==> config.mk <==
export PLATFORM = sky130hd
export DESIGN_NAME = closed_tour_length_core
export DESIGN_NICKNAME = d
export VERILOG_FILES = /design/src/rtl/ctl_pkg.sv /design/src/rtl/ctl_isqrt.sv /design/src/rtl/closed_tour_length_core.sv
export SDC_FILE = /design/constraint.sdc
export NUM_CORES = 1
export LEC_CHECK = 0
export CAP_MARGIN = 20
export CORE_ASPECT_RATIO = 1.75
export CORE_MARGIN = 2
export CORE_UTILIZATION = 45
export DETAILED_ROUTE_END_ITERATION = 6
export DONT_BUFFER_PORTS = 1
export PLACE_DENSITY_LB_ADDON = 0.05
export RECOVER_POWER = 50
export SYNTH_ARGS = -nofsm -noshare
export SYNTH_HDL_FRONTEND = slang
export SYNTH_SLANG_ARGS = --single-unit
export TNS_END_PERCENT = 30
==> constraint.sdc <==
create_clock -name clk -period 9.8 [get_ports clk]
set_input_delay 0.49 -clock clk [delete_from_list [all_inputs] [get_ports clk]]
set_output_delay 0.49 -clock clk [all_outputs]
set_load 0.01 [all_outputs]
==> src/rtl/ctl_pkg.sv <==
// ----------------------------------------------------------------------------
// ctl_pkg: closed tour length shared types
// Item structs, field widths and sequencer states for the tour length core.
// ----------------------------------------------------------------------------
`default_nettype none

package ctl_pkg;

  localparam int COORD_W = 16;
  localparam int LEN_W   = 48;
  localparam int CNT_W   = 16;

  localparam logic [LEN_W-1:0] LEN_MAX = {LEN_W{1'b1}};
  localparam logic [CNT_W-1:0] CNT_MAX = {CNT_W{1'b1}};

  typedef struct packed {
    logic [COORD_W-1:0] x;
    logic [COORD_W-1:0] y;
    logic               last;
  } ctl_in_t;

  typedef struct packed {
    logic [LEN_W-1:0] tour_length;
    logic [CNT_W-1:0] city_count;
  } ctl_out_t;

  typedef enum logic [2:0] {
    ST_IDLE,
    ST_SQX,
    ST_SQY,
    ST_ROOT,
    ST_EMIT
  } ctl_state_t;

endpackage

`default_nettype wire

==> src/rtl/ctl_isqrt.sv <==
// ----------------------------------------------------------------------------
// ctl_isqrt: iterative integer square root
// Computes floor(sqrt(s * 4^FRAC)), one base-4 digit per cycle.
// ----------------------------------------------------------------------------
`default_nettype none

module ctl_isqrt #(
  parameter int UB   = 16,
  parameter int FRAC = 8
) (
  input  wire logic                  clk,
  input  wire logic                  rst_n,
  input  wire logic                  start,
  input  wire logic [2*UB:0]         s,
  output logic                       done,
  output logic [UB+FRAC:0]           root
);

  localparam int NIT  = UB + 1 + FRAC;
  localparam int RW   = NIT;
  localparam int REMW = RW + 2;
  localparam int DW   = 2 * NIT;
  localparam int CW   = $clog2(NIT);

  logic [DW-1:0]   d_r;
  logic [REMW-1:0] rem_r;
  logic [RW-1:0]   root_r;
  logic [CW-1:0]   cnt_r;
  logic            busy_r;
  logic            done_r;

  logic [REMW-1:0] rem_sh;
  logic [REMW-1:0] trial;
  logic            ge;
  logic [REMW-1:0] rem_nxt;
  logic [RW-1:0]   root_nxt;

  always_comb begin
    rem_sh   = {rem_r[REMW-3:0], d_r[DW-1 -: 2]};
    trial    = {root_r, 2'b01};
    ge       = (rem_sh >= trial);
    rem_nxt  = ge ? (rem_sh - trial) : rem_sh;
    root_nxt = {root_r[RW-2:0], ge};
  end

  always_ff @(posedge clk) begin
    if (!rst_n) begin
      busy_r <= 1'b0;
      done_r <= 1'b0;
      cnt_r  <= '0;
    end else begin
      done_r <= 1'b0;
      if (start) begin
        busy_r <= 1'b1;
        cnt_r  <= CW'(NIT - 1);
      end else if (busy_r) begin
        if (cnt_r == '0) begin
          busy_r <= 1'b0;
          done_r <= 1'b1;
        end else begin
          cnt_r <= cnt_r - 1'b1;
        end
      end
    end
  end

  always_ff @(posedge clk) begin
    if (start) begin
      // fraction bits enter as trailing zero digit pairs
      d_r    <= DW'(s) << (2 * FRAC);
      rem_r  <= '0;
      root_r <= '0;
    end else if (busy_r) begin
      d_r    <= d_r << 2;
      rem_r  <= rem_nxt;
      root_r <= root_nxt;
    end
  end

  assign done = done_r;
  assign root = root_r;

endmodule

`default_nettype wire

==> src/rtl/closed_tour_length_core.sv <==
// ----------------------------------------------------------------------------
// closed_tour_length_core: closed tour length accumulator
// Sums Euclidean legs of a city stream and closes the tour on the last city.
// ----------------------------------------------------------------------------
// Usage:
//   in_valid/in_ready/in_data carry one city per item (x, y, last). The first
//   city of a tour is only stored. Every later city is accepted, then dx and
//   dy are squared in turn on the shared multiplier, their sum goes through
//   the digit-serial square root (UB = min(COORD_BITS,16)) and the root is
//   added to the tour length as the root unit finishes.
//   A later city flagged last runs a second leg back to the first city
//   through the same root unit, then moves the result into the output
//   register. in_ready is high only while the sequencer is idle.
//   out_valid/out_ready/out_data carry tour_length (FRAC fraction bits,
//   saturating) and city_count (saturating). The output register holds its
//   item while out_ready is low; the next tour may be accepted meanwhile and
//   only its own result waits for the register to free up.
//   Reset (rst_n low, synchronous) clears the sequencer, the tour state and
//   the output valid flag; no tour is in progress afterwards.
// ----------------------------------------------------------------------------
`default_nettype none

module closed_tour_length_core #(
  parameter int COORD_BITS = 16,
  parameter int FRAC       = 8
) (
  input  wire logic            clk,
  input  wire logic            rst_n,
  input  wire logic            in_valid,
  output logic                 in_ready,
  input  wire ctl_pkg::ctl_in_t  in_data,
  output logic                 out_valid,
  input  wire logic            out_ready,
  output ctl_pkg::ctl_out_t    out_data
);

  localparam int UB = (COORD_BITS < ctl_pkg::COORD_W) ? COORD_BITS : ctl_pkg::COORD_W;
  localparam int SW = 2 * UB + 1;
  localparam int RW = UB + 1 + FRAC;
  localparam int LW = ctl_pkg::LEN_W;
  localparam int NW = ctl_pkg::CNT_W;

  function automatic logic [UB-1:0] abs_diff(input logic [UB-1:0] a, input logic [UB-1:0] b);
    abs_diff = (a > b) ? (a - b) : (b - a);
  endfunction

  ctl_pkg::ctl_state_t state_r, state_nxt;

  logic [UB-1:0]   first_x_r, first_x_nxt;
  logic [UB-1:0]   first_y_r, first_y_nxt;
  logic [UB-1:0]   prev_x_r, prev_x_nxt;
  logic [UB-1:0]   prev_y_r, prev_y_nxt;
  logic [UB-1:0]   dx_r, dx_nxt;
  logic [UB-1:0]   dy_r, dy_nxt;
  logic [2*UB-1:0] sq_r, sq_nxt;
  logic [LW-1:0]   len_r, len_nxt;
  logic [NW-1:0]   count_r, count_nxt;
  logic            last_r, last_nxt;
  logic            close_r, close_nxt;
  logic            out_valid_r, out_valid_nxt;
  ctl_pkg::ctl_out_t out_data_r, out_data_nxt;

  logic            accept;
  logic            slot_free;
  logic            mul_sel_y;
  logic            sq_start;
  logic [UB-1:0]   mul_op;
  logic [2*UB-1:0] prod;
  logic [SW-1:0]   sum_sq;
  logic            sq_done;
  logic [RW-1:0]   leg_root;
  logic [LW:0]     len_sum;
  logic [LW-1:0]   len_sat;
  logic [UB-1:0]   cx;
  logic [UB-1:0]   cy;

  assign accept    = in_valid && in_ready;
  assign slot_free = !out_valid_r || out_ready;
  assign cx        = in_data.x[UB-1:0];
  assign cy        = in_data.y[UB-1:0];

  // shared squarer: dx in ST_SQX, dy in ST_SQY
  assign mul_op = mul_sel_y ? dy_r : dx_r;
  assign prod   = (2*UB)'(mul_op) * (2*UB)'(mul_op);
  assign sum_sq = SW'(sq_r) + SW'(prod);

  ctl_isqrt #(
    .UB   (UB),
    .FRAC (FRAC)
  ) u_isqrt (
    .clk   (clk),
    .rst_n (rst_n),
    .start (sq_start),
    .s     (sum_sq),
    .done  (sq_done),
    .root  (leg_root)
  );

  assign len_sum = {1'b0, len_r} + (LW+1)'(leg_root);
  assign len_sat = len_sum[LW] ? ctl_pkg::LEN_MAX : len_sum[LW-1:0];

  // next state
  always_comb begin
    state_nxt = state_r;
    case (state_r)
      ctl_pkg::ST_IDLE: begin
        if (accept) begin
          if (count_r == '0) begin
            state_nxt = in_data.last ? ctl_pkg::ST_EMIT : ctl_pkg::ST_IDLE;
          end else begin
            state_nxt = ctl_pkg::ST_SQX;
          end
        end
      end
      ctl_pkg::ST_SQX: state_nxt = ctl_pkg::ST_SQY;
      ctl_pkg::ST_SQY: state_nxt = ctl_pkg::ST_ROOT;
      ctl_pkg::ST_ROOT: begin
        if (sq_done) begin
          if (close_r) begin
            state_nxt = ctl_pkg::ST_SQX;
          end else if (last_r) begin
            state_nxt = ctl_pkg::ST_EMIT;
          end else begin
            state_nxt = ctl_pkg::ST_IDLE;
          end
        end
      end
      ctl_pkg::ST_EMIT: begin
        if (slot_free) begin
          state_nxt = ctl_pkg::ST_IDLE;
        end
      end
      default: state_nxt = ctl_pkg::ST_IDLE;
    endcase
  end

  // sequencer outputs
  always_comb begin
    in_ready  = 1'b0;
    mul_sel_y = 1'b0;
    sq_start  = 1'b0;
    case (state_r)
      ctl_pkg::ST_IDLE: in_ready = 1'b1;
      ctl_pkg::ST_SQX:  mul_sel_y = 1'b0;
      ctl_pkg::ST_SQY: begin
        mul_sel_y = 1'b1;
        sq_start  = 1'b1;
      end
      ctl_pkg::ST_ROOT: mul_sel_y = 1'b0;
      ctl_pkg::ST_EMIT: mul_sel_y = 1'b0;
      default:          in_ready = 1'b0;
    endcase
  end

  // datapath next values
  always_comb begin
    first_x_nxt   = first_x_r;
    first_y_nxt   = first_y_r;
    prev_x_nxt    = prev_x_r;
    prev_y_nxt    = prev_y_r;
    dx_nxt        = dx_r;
    dy_nxt        = dy_r;
    sq_nxt        = sq_r;
    len_nxt       = len_r;
    count_nxt     = count_r;
    last_nxt      = last_r;
    close_nxt     = close_r;
    out_valid_nxt = out_valid_r && !out_ready;
    out_data_nxt  = out_data_r;

    if (accept) begin
      prev_x_nxt = cx;
      prev_y_nxt = cy;
      last_nxt   = in_data.last;
      if (count_r == '0) begin
        // first city: a one-city tour closes onto itself with length 0
        first_x_nxt = cx;
        first_y_nxt = cy;
        len_nxt     = '0;
        count_nxt   = NW'(1);
        close_nxt   = 1'b0;
      end else begin
        dx_nxt    = abs_diff(prev_x_r, cx);
        dy_nxt    = abs_diff(prev_y_r, cy);
        close_nxt = in_data.last;
        if (count_r != ctl_pkg::CNT_MAX) begin
          count_nxt = count_r + 1'b1;
        end
      end
    end

    if (state_r == ctl_pkg::ST_SQX) begin
      sq_nxt = prod;
    end

    if (state_r == ctl_pkg::ST_ROOT && sq_done) begin
      len_nxt = len_sat;
      if (close_r) begin
        // closing leg from the last city back to the first
        dx_nxt    = abs_diff(prev_x_r, first_x_r);
        dy_nxt    = abs_diff(prev_y_r, first_y_r);
        close_nxt = 1'b0;
      end
    end

    if (state_r == ctl_pkg::ST_EMIT && slot_free) begin
      out_valid_nxt            = 1'b1;
      out_data_nxt.tour_length = len_r;
      out_data_nxt.city_count  = count_r;
      len_nxt                  = '0;
      count_nxt                = '0;
      last_nxt                 = 1'b0;
    end
  end

  always_ff @(posedge clk) begin
    if (!rst_n) begin
      state_r     <= ctl_pkg::ST_IDLE;
      count_r     <= '0;
      len_r       <= '0;
      last_r      <= 1'b0;
      close_r     <= 1'b0;
      out_valid_r <= 1'b0;
      first_x_r   <= '0;
      first_y_r   <= '0;
      prev_x_r    <= '0;
      prev_y_r    <= '0;
    end else begin
      state_r     <= state_nxt;
      count_r     <= count_nxt;
      len_r       <= len_nxt;
      last_r      <= last_nxt;
      close_r     <= close_nxt;
      out_valid_r <= out_valid_nxt;
      first_x_r   <= first_x_nxt;
      first_y_r   <= first_y_nxt;
      prev_x_r    <= prev_x_nxt;
      prev_y_r    <= prev_y_nxt;
    end
  end

  always_ff @(posedge clk) begin
    dx_r       <= dx_nxt;
    dy_r       <= dy_nxt;
    sq_r       <= sq_nxt;
    out_data_r <= out_data_nxt;
  end

  assign out_valid = out_valid_r;
  assign out_data  = out_data_r;

`ifndef SYNTH
  // a city joining a running tour always goes to the squarer
  assert property (@(posedge clk) disable iff (!rst_n)
    accept && count_r != '0 |=> state_r == ctl_pkg::ST_SQX)
    else $error("running tour city did not start a leg");

  // the root unit only finishes while the sequencer waits for it
  assert property (@(posedge clk) disable iff (!rst_n)
    sq_done |-> state_r == ctl_pkg::ST_ROOT)
    else $error("root finished outside its wait state");

  // emitting a result loads the output register and ends the tour
  assert property (@(posedge clk) disable iff (!rst_n)
    state_r == ctl_pkg::ST_EMIT && slot_free |=> out_valid_r && count_r == '0)
    else $error("tour result not emitted or tour state not cleared");

  // the closing leg is pending only on a tour's last city
  assert property (@(posedge clk) disable iff (!rst_n)
    close_r |-> last_r)
    else $error("closing leg pending without a last city");
`endif

endmodule

`default_nettype wire
Word level (Yosys, flattened, before mapping)
Index checks and enable logic that the tools add are counted.
- add/subtract/negate cells: 13
- multipliers: 1
- divide/modulo/power cells: 0
- order comparisons: 5
- eq/ne operators: 9
- shift operators: 0
- multiplexer cells: 44
- bitwise logic cells: 3
- reductions and logical operators: 23
- operators with widths (kind ; count):
    $mux 16 ; 15
    $mux 48 ; 4
    $sub 16x16->16 ; 8
    $mux 49 ; 2
    $gt 16x16->1 ; 4
    $add 48x25->49 ; 1
    $add 32x32->33 ; 1
    $mul 16x16->32 ; 1
    $ge 27x27->1 ; 1
    $mux 25 ; 1
    $sub 25x25->25 ; 1
    $mux 3 ; 7
    $add 16x1->16 const B ; 1
    $logic_not 16->1 ; 1
    $ne 16x16->1 const B ; 1
    $mux 5 ; 3
    $pmux 3 s5 ; 1
    $mux 1 ; 11
    $reduce_and 2->1 ; 5
    $reduce_bool 2->1 ; 4
    $eq 3x2->1 const B ; 2
    $ne 2x2->1 const B ; 3
    $logic_not 5->1 ; 1
    $sub 5x1->5 const B ; 1
    other kinds (11) ; 18
- bits in registers: 353
- bits in latches: 0
- memory bits (writable): 0
- ROM bits: 0
- bits of input ports: 37
- output and inout bits: 66
- word-level logic and storage cells: 121
- memories: 0

Logic depth before layout (Yosys ltp)
- word-level depth: 6
- mapped depth: 42
- mapped depth without buffers: 39

Cells and area by module
Synthesis repeated with hierarchy kept, for this count alone.
- cells, all modules: 3482
- area total of the unflattened synthesis: 30769.5 um2
- by module, submodules not included (module ; instances ; cells each ; area an instance (um2) ; seq. area each (um2)):
    closed_tour_length_core ; 1 ; 2950 ; 25590.8 ; 6175.9
    ctl_isqrt ; 1 ; 532 ; 5178.7 ; 2152.1

Worst setup path before layout
Ideal clock, no wire load.
- kind: flip-flop to flip-flop
- start: register state_r[1]
- end: register u_isqrt.d_r[44], data pin
- library setup time: 267 ps
- arrival: 8772 ps
- data required time: 9533 ps
- path slack: 761 ps
- stages on the path, launching flop included: 36
- path buffers: 2
- clock period less this slack: 9039 ps
- cells stage by stage: dfxtp_1 > clkbuf_1 > nor2b_1 > nor2b_1 > clkbuf_1 > mux2i_1 > clkinv_1 > nand2_1 > inv_1 > fa_1 > inv_1 > fa_1 > inv_1 > fa_1 > inv_1 > fa_1 > inv_1 > fa_1 > fa_1 > ha_1 > a211o_1 > a211oi_1 > a21oi_1 > o311ai_0 > nand2b_1 > a21oi_1 > xnor2_1 > ha_1 > a21o_1 > a21o_1 > a221oi_1 > o21ai_1 > o21a_1 > nor2_1 > xor2_1 > o21ai_0
- longest elaborated chain between the ends: 6
- ends and longest elaborated chain (what ; line ; text):
    from (decl) ; closed_tour_length_core.sv:47 ; ctl_pkg::ctl_state_t state_r, state_nxt;
    from (signal assigned) ; closed_tour_length_core.sv:218 ; state_r <= ctl_pkg::ST_IDLE;
    from (signal assigned) ; closed_tour_length_core.sv:229 ; state_r <= state_nxt;
    $eq 3x2->1 ; closed_tour_length_core.sv:142 ; case (state_r)
    $mux 1 ; closed_tour_length_core.sv:142 ;
    $mux 16 ; closed_tour_length_core.sv:83 ; assign mul_op = mul_sel_y ? dy_r : dx_r;
    $mul 16x16->32 ; closed_tour_length_core.sv:84 ; assign prod = (2*UB)'(mul_op) * (2*UB)'(mul_op);
    named net prod[20] ; closed_tour_length_core.sv:68 ; logic [2*UB-1:0] prod;
    $add 32x32->33 ; closed_tour_length_core.sv:85 ; assign sum_sq = SW'(sq_r) + SW'(prod);
    $mux 49 ; ctl_isqrt.sv:68 ; if (start) begin
    to (signal assigned) ; ctl_isqrt.sv:70 ; d_r <= DW'(s) << (2 * FRAC);
    to (signal assigned) ; ctl_isqrt.sv:74 ; d_r <= d_r << 2;
    to (decl) ; ctl_isqrt.sv:25 ; logic [DW-1:0] d_r;
The timed path passes the listed nets, and every way through them passes these cells.
A chain may end at the register's enable or synchronous reset.

Worst setup path in the final report
- start: register state_r[1]
- end: register u_isqrt.d_r[46], data pin
The elaborated chain is that of the path after synthesis.

==> flow_results.xml <==
<?xml version="1.0" encoding="UTF-8"?>
<metrics>
  <group name="worst_hold_path">
    <metric name="holdPathEnd" unit="">u_isqrt.done</metric>
    <metric name="hold_path_depth" unit="">2</metric>
    <metric name="hp-start" unit="">rst_n</metric>
    <metric name="holdCritPathClass" unit="">input pin to flop</metric>
  </group>
  <group name="timing">
    <metric name="clock.fmax" unit="MHz">106.8</metric>
    <metric name="relSlewSlack" unit="%">-158.9</metric>
    <metric name="hold_viol_final" unit="">0</metric>
    <metric name="rsz0062_at_grt" unit="">no</metric>
    <metric name="final_min_period_over_clock_period" unit="%">95.50</metric>
    <metric name="shortest_clock_period_the_worst_path_allows_after_layout" unit="ns">9.359</metric>
    <metric name="sum_of_negative_setup_slack" unit="ns">0</metric>
    <metric name="worstMarginPinSlew" unit="ns">3.884</metric>
    <metric name="maxSlewViolCount" unit="">236</metric>
    <metric name="setup_viol" unit="">0</metric>
    <metric name="finalClockSkew" unit="ns">0.03523</metric>
  </group>
  <group name="die">
    <metric name="die_width" unit="um">199.9</metric>
    <metric name="initial_core_util" unit="%">45.48</metric>
    <metric name="core_region_area" unit="um2">66470</metric>
    <metric name="design.die.area" unit="um2">69350</metric>
    <metric name="rows" unit="">125</metric>
    <metric name="die_h" unit="um">346.9</metric>
    <metric name="boundaryPins" unit="">103</metric>
  </group>
  <group name="cells_and_area">
    <metric name="final_layout_size_suffix_gt1_share" unit="%">4.462</metric>
    <metric name="flow.area_growth_from_synthesis" unit="%">7.201</metric>
    <metric name="final_util" unit="%">48.76</metric>
    <metric name="nFillCells" unit="">6462</metric>
    <metric name="final_nets" unit="">3958</metric>
    <metric name="finish.instance_area" unit="um2">32410</metric>
    <metric name="insertedDiodeCount" unit="">0</metric>
  </group>
  <group name="logic_synthesis">
    <metric name="synthesis.area" unit="um2">30230</metric>
    <metric name="yosys_warnings" unit="">0</metric>
    <metric name="post_synth.cell_area_avg" unit="um2">8.650</metric>
    <metric name="yosysTopAreaCell" unit="">sky130_fd_sc_hd__dfxtp_1</metric>
    <metric name="syn-instance-count" unit="">3495</metric>
    <metric name="synth_commonest_cells" unit="">sky130_fd_sc_hd__nand2_1 (408), sky130_fd_sc_hd__inv_1 (389), sky130_fd_sc_hd__ha_1 (308), sky130_fd_sc_hd__nor2_1 (259), sky130_fd_sc_hd__a21oi_1 (227)</metric>
    <metric name="ys.flop_type" unit="">sky130_fd_sc_hd__dfxtp_1</metric>
    <metric name="postSynthRegisterBits" unit="">352</metric>
    <metric name="synth_enable_flop_cells" unit="">128</metric>
    <metric name="count_of_unique_library_cells_instantiated_by_yosys" unit="">84</metric>
    <metric name="synthesis.nets" unit="">4010</metric>
    <metric name="synthMostInstantiatedCell" unit="">sky130_fd_sc_hd__nand2_1</metric>
    <metric name="largest_cells_by_area_after_synthesis" unit="">sky130_fd_sc_hd__dfxtp_1 (15%), sky130_fd_sc_hd__ha_1 (13%), sky130_fd_sc_hd__edfxtp_1 (13%), sky130_fd_sc_hd__fa_1 (11%), sky130_fd_sc_hd__nand2_1 (5.1%)</metric>
    <metric name="area_share_of_the_leading_cell_type_in_the_synthesized_netlist" unit="%">14.83</metric>
    <metric name="post_synthesis_sequential_area_ratio" unit="%">27.55</metric>
    <metric name="ys_async_sr_fraction" unit="%">0</metric>
  </group>
  <group name="cts">
    <metric name="cts-buffers-inserted" unit="">39</metric>
    <metric name="cts.path.max_buffers" unit="">3</metric>
    <metric name="tritoncts" unit="">yes</metric>
    <metric name="cts-htree-levels" unit="">2</metric>
    <metric name="clkSlewWorstSetupHoldPaths" unit="ns">0.06</metric>
    <metric name="worst_skew_pair.late_latency" unit="ns">0.60</metric>
    <metric name="ctsRootBufferMaster" unit="">sky130_fd_sc_hd__clkbuf_16</metric>
    <metric name="cts_hold_repair.buffers" unit="">0</metric>
    <metric name="clock-sinks" unit="">352</metric>
  </group>
  <group name="placement">
    <metric name="finalWeightedCongestion" unit="">0.9226</metric>
    <metric name="dpl_cell_area" unit="um2">31110</metric>
    <metric name="numPortBuffers" unit="">0</metric>
    <metric name="dp_hpwl" unit="um">66230</metric>
  </group>
  <group name="route">
    <metric name="dr_total_vias" unit="">23990</metric>
    <metric name="number_of_remaining_drc_errors" unit="">0</metric>
    <metric name="detail_route.vias_per_cell" unit="">5.498</metric>
    <metric name="detailedRoute.firstIterationViolations" unit="">1185</metric>
    <metric name="drt-total-wl" unit="um">84640</metric>
    <metric name="detail_route.first_pass.iterations" unit="">5</metric>
    <metric name="ant_nets" unit="">0</metric>
    <metric name="detail_route.wl_per_cell" unit="um">19.40</metric>
  </group>
  <group name="status">
    <metric name="run_status" unit="">finished with violations</metric>
    <metric name="failed_checks" unit="">max-capacitance violations, max-slew violations</metric>
  </group>
  <group name="critical_path">
    <metric name="crit_path_frequent_cell" unit="">sky130_fd_sc_hd__inv_1</metric>
    <metric name="cp.buffers_inverters" unit="">9</metric>
    <metric name="critPathMaxFanout" unit="">10</metric>
    <metric name="critical-path-top-delay-family" unit="">adder cells</metric>
    <metric name="worst_setup_path_start_kind" unit="">flop</metric>
    <metric name="critical-path-slowest-cell" unit="">sky130_fd_sc_hd__o311ai_0</metric>
    <metric name="number_of_logic_stages_on_the_critical_path_including_buffering" unit="">38</metric>
    <metric name="worst_ep_arrival_time" unit="ns">9.66</metric>
    <metric name="critPathRequiredTime" unit="ns">10.10</metric>
    <metric name="cpPeakStageDelay" unit="ns">0.66</metric>
    <metric name="timing.rr.start" unit="">state_r[1]</metric>
    <metric name="setup.worst_path.end_class" unit="">flop</metric>
    <metric name="rr_endpoint" unit="">u_isqrt.d_r[46]</metric>
    <metric name="reg2reg_depth" unit="">38</metric>
    <metric name="setup.reg_to_reg.worst_slack" unit="ns">0.44</metric>
    <metric name="worst-setup-path-type" unit="">flop to flop</metric>
  </group>
  <group name="global_route">
    <metric name="grt_first_pass_wirelength" unit="um">133500</metric>
    <metric name="largest_net_degree_at_the_start_of_global_routing" unit="">76</metric>
    <metric name="grt_remaining_overflow" unit="">0</metric>
    <metric name="via_count_of_the_first_global_routing_pass" unit="">24840</metric>
    <metric name="track_usage" unit="%">24.51</metric>
    <metric name="grt_antenna_before_repair" unit="">0</metric>
  </group>
  <group name="job">
    <metric name="cap_viol_max_count" unit="">5</metric>
  </group>
</metrics>
## registers in the layout, indices dropped and copies added, names as in the netlist, 25 cells and up
name,flops
u_isqrt.d_r,34
out_data,64
u_isqrt.rem_r,25
len_r,48
sq_r,31
u_isqrt.root,25
## cells in the final DEF (no fill, tap or decap), drive strengths merged, types with 97 or more instances in the layout
cell and instances:
a21oi 227, dfxtp 224, edfxtp 128, fa 170, ha 308, inv 398, mux2i 97, nand2 411
nor2 260, o21ai 200, xnor2 98
## worst max path at each step
stage                     from              end  slack (ns)
detailed placement  state_r[1]  u_isqrt.d_r[44]        0.01
global route        state_r[1]  u_isqrt.d_r[46]        0.02
CTS                 state_r[1]  u_isqrt.d_r[44]       0.006
finish              state_r[1]  u_isqrt.d_r[46]        0.44
global placement    state_r[1]  u_isqrt.d_r[44]        0.20
floorplan           state_r[1]  u_isqrt.d_r[44]        0.76
## cells by family (layout without fill, tap and decap cells)
group	after synthesis	after routing	share of synthesized area, %
fa+ha+maj	478	478	24.00
buf+inv	532	511	6.746
flops	352	352	27.55
compound gates	854	854	18.15
simple gates	998	998	14.94
other cells	2	2	0.02484
mux	108	108	3.634
xor+xnor	171	171	4.954
## final cells by class
class	count	area, um2	share of cell area [%]
tap	889	1112	3.432
clock inverter	28	242.7	0.7489
inverter	397	1494	4.610
clock buffer	44	1005	3.100
timing repair buffer	42	309.0	0.9536
multi-input combinational	2611	19920	61.46
sequential	352	8328	25.70
## per-stage QoR
stage,instances,worst slack [ns],hold slack [ns]
after floorplan,3495,0.7612,0.4363
final,4363,0.4409,0.02481
after detailed placement,4286,0.01356,0.4544
after global routing,4363,0.02151,0.01579
after global placement,4286,0.2004,0.4556
after CTS,4358,0.005938,0.00005174
## repair_timing
action,in CTS,in global routing
gates resized for setup,0,10
buffers inserted,0,5
endpoints found under the setup margin,0,11
## metal layers
layer,GRT usage [%],wire length (um),up-vias
met5,0,0,-
met4,12.00,4394,0
met3,2.807,2682,197
met2,45.34,44200,476
met1,27.34,33360,11430
li1,-,-,11890
Power is not shown: default switching activity piles up to over one toggle a cycle in this logic, so the estimate is an artifact.
